[src/rtl/core/assert_macros.svh]
// Assertion helpers shared by the RTL.
`ifndef ASSERT_MACROS_SVH
`define ASSERT_MACROS_SVH

`ifndef ASSERT_OFF

// Checked only while reset is low.
`define ASSERT_CLK(lbl, clk, rst, prop, msg) \
   lbl: assert property (@(posedge clk) disable iff (rst) prop) else $error(msg);

// Checked at every edge, reset included.
`define ASSERT_ALWAYS(lbl, clk, prop, msg) \
   lbl: assert property (@(posedge clk) prop) else $error(msg);

`else

`define ASSERT_CLK(lbl, clk, rst, prop, msg)
`define ASSERT_ALWAYS(lbl, clk, prop, msg)

`endif

`endif

[src/rtl/core/mbq_ram.sv]
module mbq_ram #(
   parameter int WIDTH = 8,
   parameter int DEPTH = 16,
   localparam int AW = (DEPTH > 1) ? $clog2(DEPTH) : 1
) (
   input  logic             clock,
   input  logic             we,
   input  logic [AW-1:0]    waddr,
   input  logic [WIDTH-1:0] wdata,
   input  logic             re,
   input  logic [AW-1:0]    raddr,
   output logic [WIDTH-1:0] rdata
);

   logic [WIDTH-1:0] mem [DEPTH];
   logic [WIDTH-1:0] rdata_ff;

   always_ff @(posedge clock) begin
      if (we) begin
         mem[waddr] <= wdata;
      end
      // read data holds until the next read
      if (re) begin
         rdata_ff <= mem[raddr];
      end
   end

   assign rdata = rdata_ff;

endmodule

[config.mk]
export PLATFORM = sky130hd
export DESIGN_NAME = mbq_ram
export DESIGN_NICKNAME = d
export VERILOG_FILES = /design/src/rtl/core/assert_macros.svh /design/src/rtl/core/mbq_ram.sv
export SDC_FILE = /design/constraint.sdc
export NUM_CORES = 1
export LEC_CHECK = 0
export ABC_AREA = 0
export BUFFER_PORTS_ARGS = -buffer_cell sky130_fd_sc_hd__buf_2
export CORE_MARGIN = 3
export CORE_UTILIZATION = 30
export DETAILED_ROUTE_END_ITERATION = 10
export GPL_TIMING_DRIVEN = 0
export SETUP_SLACK_MARGIN = 0.3
export SYNTH_ARGS = -nofsm -noshare
export SYNTH_HDL_FRONTEND = slang
export SYNTH_SLANG_ARGS = --single-unit
[constraint.sdc]
create_clock -name clock -period 5.6 [get_ports clock]
set_clock_uncertainty 0.05 [all_clocks]
set_input_delay 1.12 -clock clock [delete_from_list [all_inputs] [get_ports clock]]
set_output_delay 1.12 -clock clock [all_outputs]
set_load 0.05 [all_outputs]
* Yosys cells after proc, flatten, opt, wreduce, memory -nomap -nowiden
Memories as Yosys holds them, arrays and structs flattened. A register that Yosys moved wholly into a read port is not among the register bits.
Index checks and enable logic that the tools add are counted.
** Word-level totals
- Register bits :: 0
- Memory bits (writable) :: 128
- Input bits :: 19
- Output and inout bits :: 8
- Word-level logic and storage cells :: 3
- Memories kept :: 1
** Memories
- mem :: depth 16, bits a word 8, rd ports 1, clocked after memory_dff 1, wr ports 1, line mbq_ram.sv:15 : logic [WIDTH-1:0] mem [DEPTH];
** Cells by class
- Mux-type cells :: 2
** Operators with widths (count)
- $mux 1 :: 2

* Logic depth before layout (Yosys ltp)
Gate-level depths: netlist of the first run.
- Depth in word-level cells :: 2
- Gate-level depth with buffers :: 5
- Gate-level depth less buffers :: 3

* Least setup slack after synthesis of the first run
No wires, ideal clock.
- Path kind :: input to register
- From :: in waddr[2]
- To :: mem mem[0][0], enable pin
- Library setup time :: 0.383 ns
- Arrival time :: 2.230 ns
- Required time :: 5.167 ns
- Setup slack :: 2.937 ns
- Stages on the path :: 2
- Buffers on the path :: 0
- Path through :: or3b_2 -> nor3_1
** RTL lines
- start: declaration :: line mbq_ram.sv:8 : input logic [AW-1:0] waddr,
- end: declaration :: line mbq_ram.sv:15
Straight into the memory's write port.

* Final worst setup path of the first run
- From :: in waddr[2]
- To :: mem mem[0][1], enable pin
Straight into the memory's write port.

==> run metrics, run 1 <==
final cycle utilization of the critical path=0.501; H-Tree Level Count=4; Routed WL=10200 um; die width=138 um; Critical Path Start Type=input pin; share of layout cells above drive strength 1=0.276; setup TNS=0 ns; Hold-fix buffers, CTS=0; R2R Setup Slk=4.00 ns; Worst Setup EP=mem[0][1]; Worst R2R Path Depth=3; commonest non-fill, non-tap cell in the layout=edfxtp_1; setup repair after global routing missed its margin=no; leakage=2.04 nW; GRT overflow=0; Synth Net Count=248; Pint=1.88 mW; setup repair bufs after CTS=0; Cells after Synth=229; max-cap violations=0; initial core utilization=0.311; DR pass1 iterations=4; Pwr Density=379 nW/um2; FF+latch count, synth=136; Boundary Pins=27; Overall Global Routing Usage=0.113; Post-Syn Area=5230 um2; final non-filler cell total=506; Worst slew margin=0.132; outcome=finished, final reports clean; met2 WL=4730 um; Sw Ratio=0.200; Die ar.=19000 um2; Sink Count=136; M1 WL=4820 um; fillers=1565; die height=138 um; commonest cells after routing, fill and taps aside=edfxtp_1 (136), buf_2 (28), mux4_2 (18); via/cell ratio=4.70; CP endpoint kind=flop; Max clock buf depth=2; Peak VDD IR=0.217 mV; Yosys cell types=18; Clock Power Share=0.456; placed cells=474; worst endpoint required time=5.57 ns; Num CTS Buffers=17; Gate power share=0.053; CTS tree=done; antenna cells=0; initial antenna violation count=0; worst skew pair latency=0.41 ns; IO buf count=25; root buffer cell=clkbuf_16; Max FO, Critical Path=8; Final ANT Viol Nets=0; FF-to-FF End=rdata[7]; DP HPWL=6570 um; Rows=47; yosys warns=0; worst path arrival time=2.77 ns; DRC Markers=0; Iteration-0 DRC Markers=156; Hold WC Path Type=reg -> reg; Seq/Total Area, Yosys=0.781; syn_area_per_cell=22.8 um2; vias in the first global route=2515; P&R area growth vs syn=18.5%; met3 wire length=534 um; post-cts resize count=0; Worst-Margin Slew=1.29 ns; Net Sw Power=469 uW; via count=2379; gpl congestion=0.699; wire length per cell=20.2 um; RR Startpoint=mem[2][7]; Core Box Area=16800 um2; WS Path Type=in -> reg; start point of the critical path=waddr[2]; Worst-path clk slew=0.05 ns; first-pass GRT wire length=15600 um; Max Used Layer=met4; top achievable clock speed=0.357 GHz; Max Transition Viols Final=0; post-layout minimum cycle time=2.80 ns; Nets=292; final hold vios=0; Setup-failing EPs final=0; Sequential Power Share=0.491; largest net degree at the start of global routing=17
registers in the layout (all words and copies together) (netlist names):
name / flops
mem: 128
rdata: 8
how the worst min path moves through the flow:
stage	to	depth (start not counted)	from
2_1_floorplan	rdata[0]	3	mem[7][0]
3_3_place_gp	rdata[1]	3	mem[11][1]
3_5_place_dp	rdata[1]	3	mem[8][1]
4_1_cts	rdata[1]	3	mem[8][1]
5_1_grt	rdata[0]	3	mem[9][0]
6_report	rdata[3]	3	mem[11][3]
final cells by class:
cell class | count | area [um2] | area share
buffer | 10 | 86.3 | 0.0139
clock buffer | 18 | 429 | 0.0693
clock inverter | 14 | 138 | 0.0222
multi-input combinational | 83 | 1060 | 0.171
sequential | 136 | 4080 | 0.659
tap | 220 | 275 | 0.0444
timing repair buffer | 25 | 125 | 0.0202
Yosys cell counts, drive strengths merged:
cell type | number | area (um2)
nor2b | 1 | 6.26
edfxtp | 136 | 4080
nand2 | 9 | 33.8
nand2b | 2 | 12.5
nand3b | 2 | 15.0
nor2 | 13 | 48.8
a22oi | 16 | 120
buf | 7 | 56.3
mux4 | 32 | 773
nand3 | 1 | 5.00
and2b | 1 | 7.51
and2 | 1 | 6.26
clkdlybuf4s25 | 3 | 30.0
or3b | 1 | 8.76
nor3 | 4 | 20.0
cell families (layout without fill, tap and decap cells):
| kind of cell | after synthesis | after routing | share of synthesized area |
|---|---|---|---|
| simple gates | 35 | 35 | 0.0314 |
| flops | 136 | 136 | 0.781 |
| compound gates | 16 | 16 | 0.0230 |
| mux | 32 | 32 | 0.148 |
| buf+inv | 10 | 67 | 0.0165 |
layer usage:
metal  global-route usage  up-vias
met5                    0        -
met4               0.0421        0
met3               0.0376       11
met2                0.167       61
met1                0.156     1237
li1                     -     1070
worst max-delay path, stage by stage:
cell	delay, ns
buf_2	0.11
or3b_2	0.54
nor3_1	1.00
power by group through the flow:
stage          clock, mW  combinational, mW  sequential, mW
3_3_place_gp           0              0.124            1.17
4_1_cts             1.09              0.127            1.15
6_report            1.07              0.125            1.15
2_1_floorplan          0             0.0579            1.19
3_5_place_dp           0              0.126            1.17
5_1_grt             1.13              0.135            1.15
through the flow:
| stage | worst slack, ns | cell area [um2] | util | total power [mW] | hold WS, ns |
|---|---|---|---|---|---|
| 6_report | 2.80 | 6190 | 0.368 | 2.35 | 0.703 |
| 5_1_grt | 2.75 | 6190 | 0.368 | 2.42 | 0.763 |
| 4_1_cts | 2.76 | 6190 | 0.368 | 2.37 | 0.711 |
| 3_5_place_dp | 2.38 | 5630 | 0.335 | 1.30 | 0.698 |
| 3_3_place_gp | 2.38 | 5630 | 0.335 | 1.30 | 0.689 |
| 2_1_floorplan | 2.94 | 5230 | - | 1.25 | 0.655 |
(Power assumes the default switching activity.)
==> inputs of run 2 (changes only) <==
ABC_AREA = 1   (was 0)
clock period = 2.7 ns   (was 5.6 ns; I/O delays follow)
==> run metrics, run 2 <==
Worst slew margin=0.386 (+0.254); DP HPWL=9360 um (+43%); DRC Markers=0 (unchanged); Worst Setup EP=mem[4][3]; Seq/Total Area, Yosys=0.698 (-0.0828); CP delay by family, top=simple AND/OR/NAND/NOR gates; first-pass GRT wire length=21600 um (+39%); gpl congestion=0.892 (+28%); final hold vios=0 (unchanged); initial antenna violation count=0 (unchanged); WS Path Type=in -> reg; Hold-fix buffers, CTS=0 (unchanged); design area=6850 um2 (+11%); CTS tree=done; placed instance area=6290 um2 (+12%); outcome=finished, final reports clean; GRT overflow=0 (unchanged); die width=146 um (+5.5%); Post-synth EDFFs=136 (unchanged); leakage=2.89 nW (+42%); Iteration-0 DRC Markers=305 (+96%); Worst-path clk slew=0.06 ns (about the same); worst skew pair latency=0.42 ns (about the same); Hold WC Path Type=in -> reg; Crit-path slowest cell=nor2_1; Synth Net Count=570 (+130%); Synth area leader=edfxtp_1; setup repair bufs after CTS=0 (unchanged); Final ANT Viol Nets=0 (unchanged); Routed WL=14200 um (+39%); Setup-failing EPs final=0 (unchanged); FF+latch count, synth=136 (unchanged); CP endpoint kind=flop; worst endpoint required time=2.69 ns (-2.88 ns); Max FO, Critical Path=8 (unchanged); via count=3789 (+59%); FF-to-FF End=rdata[1]; wire length per cell=16.4 um (-19%); max-cap violations=0 (unchanged); IO buf count=23 (-8.0%); Worst R2R Path Depth=6 (+3); yosys warns=0 (unchanged); P&R area growth vs syn=17.2%; initial core utilization=0.308 (-0.00237); Peak VDD IR=0.382 mV (+76%); CP Cell Sequence=buf_2, nand3b_1, nor2_1; count leader, synth=nand2_1; root buffer cell=clkbuf_16; post-synth top area share=0.698 (-0.0828); Critical Path Start Type=input pin; crit path buf inv count=1 (unchanged); top achievable clock speed=0.598 GHz; largest net degree at the start of global routing=17 (unchanged); Die ar.=21200 um2 (+11%); Most used DFF post-synth=edfxtp_1; syn_area_per_cell=10.6 um2 (-54%); top post-synthesis cells by area=edfxtp_1 (70%), nand2_1 (11%), nand3_1 (8.3%); start point of the critical path=waddr[3]; Yosys cell types=11 (-7); H-Tree Level Count=4 (unchanged); vias in the first global route=3516 (+40%); Num CTS Buffers=17 (unchanged); post-synthesis async set-or-reset flop share=0 (unchanged); Post-Syn Area=5850 um2 (+12%); Stages on worst setup path=3 (unchanged); setup TNS=0 ns (unchanged); die height=146 um (+5.5%); Worst-Margin Slew=0.918 ns (-0.374 ns); Rows=50 (+6.4%); Max Transition Viols Final=0 (unchanged); DR pass1 iterations=5 (+1); post-cts resize count=0 (unchanged); via/cell ratio=4.39 (-6.7%); Nets=612 (+110%); final cycle utilization of the critical path=0.619; Top reg by flops=mem; fillers=1864 (+19%); setup repair after global routing missed its margin=no; synth cell count leaders=nand2_1 (173), edfxtp_1 (136), inv_1 (100); worst path arrival time=1.66 ns (-1.11 ns); R2R Setup Slk=1.44 ns (-2.56 ns); commonest non-fill, non-tap cell in the layout=nand2_1; Sink Count=136 (unchanged); max reg flops=128 (unchanged); post-layout minimum cycle time=1.67 ns; Largest stage delay, worst path=0.75 ns (-0.25 ns); Max clock buf depth=2 (unchanged); Overall Global Routing Usage=0.138 (+0.0251); RR Startpoint=mem[11][1]; share of layout cells above drive strength 1=0.119 (-0.157); Cells after Synth=551 (+140%); Core Box Area=19000 um2 (+13%); commonest cells after routing, fill and taps aside=nand2_1 (173), edfxtp_1 (136), inv_1 (100); Pwr Density=726 nW/um2 (+92%); Boundary Pins=27 (unchanged); antenna cells=0 (unchanged)
## run 2: cell types whose count changed after synthesis, moves of 10 or more
cell and delta:
mux4_1 -14, inv_1 +100, nand3_1 +96, a22oi_1 -16
nand2_1 +164, buf_2 +10, mux4_2 -18
## run 2: cell type report
type / count / area [um2] / share of cell area
Buffer: 24 / 166 / 0.0243
Clock buffer: 19 / 433 / 0.0632
Clock inverter: 11 / 133 / 0.0194
Inverter: 102 / 383 / 0.0559
Multi-Input combinational cell: 289 / 1210 / 0.177
Sequential cell: 136 / 4080 / 0.596
Tap cell: 260 / 325 / 0.0475
Timing Repair Buffer: 23 / 115 / 0.0168
## run 2: kinds of logic (layout without fill, tap and decap cells)
group         after synthesis  in the layout  share of synthesized area
buf+inv                   126            179                     0.0939
simple gates              289            289                      0.208
flops                     136            136                      0.698
## run 2: metrics by stage
step | cells | util | setup slack (ns) | total power, mW | hold WS, ns
after CTS | 864 | 0.362 | 0.999 | 5.00 | 0.398
after floorplan | 551 | - | 1.16 | 2.64 | 0.589
after global placement | 834 | 0.332 | 0.617 | 2.77 | 0.734
after global routing | 864 | 0.362 | 0.909 | 5.14 | 0.407
final | 864 | 0.362 | 1.03 | 4.97 | 0.402
after detailed placement | 834 | 0.332 | 0.556 | 2.78 | 0.759
## run 2: worst min path at each step
stage	depth (start not counted)	start	slack, ns	end
2_1_floorplan	0	wdata[0]	0.59	mem[0][0]
3_3_place_gp	6	mem[6][7]	0.73	rdata[7]
3_5_place_dp	6	mem[7][7]	0.76	rdata[7]
4_1_cts	1	re	0.40	rdata[6]
5_1_grt	1	re	0.41	rdata[2]
6_report	1	re	0.40	rdata[6]
## run 2: where the power goes
group | internal, mW | switching [mW] | leakage [nW]
logic | 0.0889 | 0.256 | 1.39
registers | 2.38 | 0.0102 | 1.24
clock network | 1.42 | 0.816 | 0.265
total | 3.89 | 1.08 | 2.89
## run 2: routing by layer
metal	track usage	vias up	part of all wire	wire length (um)
li1	-	1863	-	-
met5	0	-	0	0
met3	0.0296	16	0.072	1010
met1	0.205	1766	0.48	6770
met2	0.201	144	0.44	6160
met4	0.0437	0	0.015	208
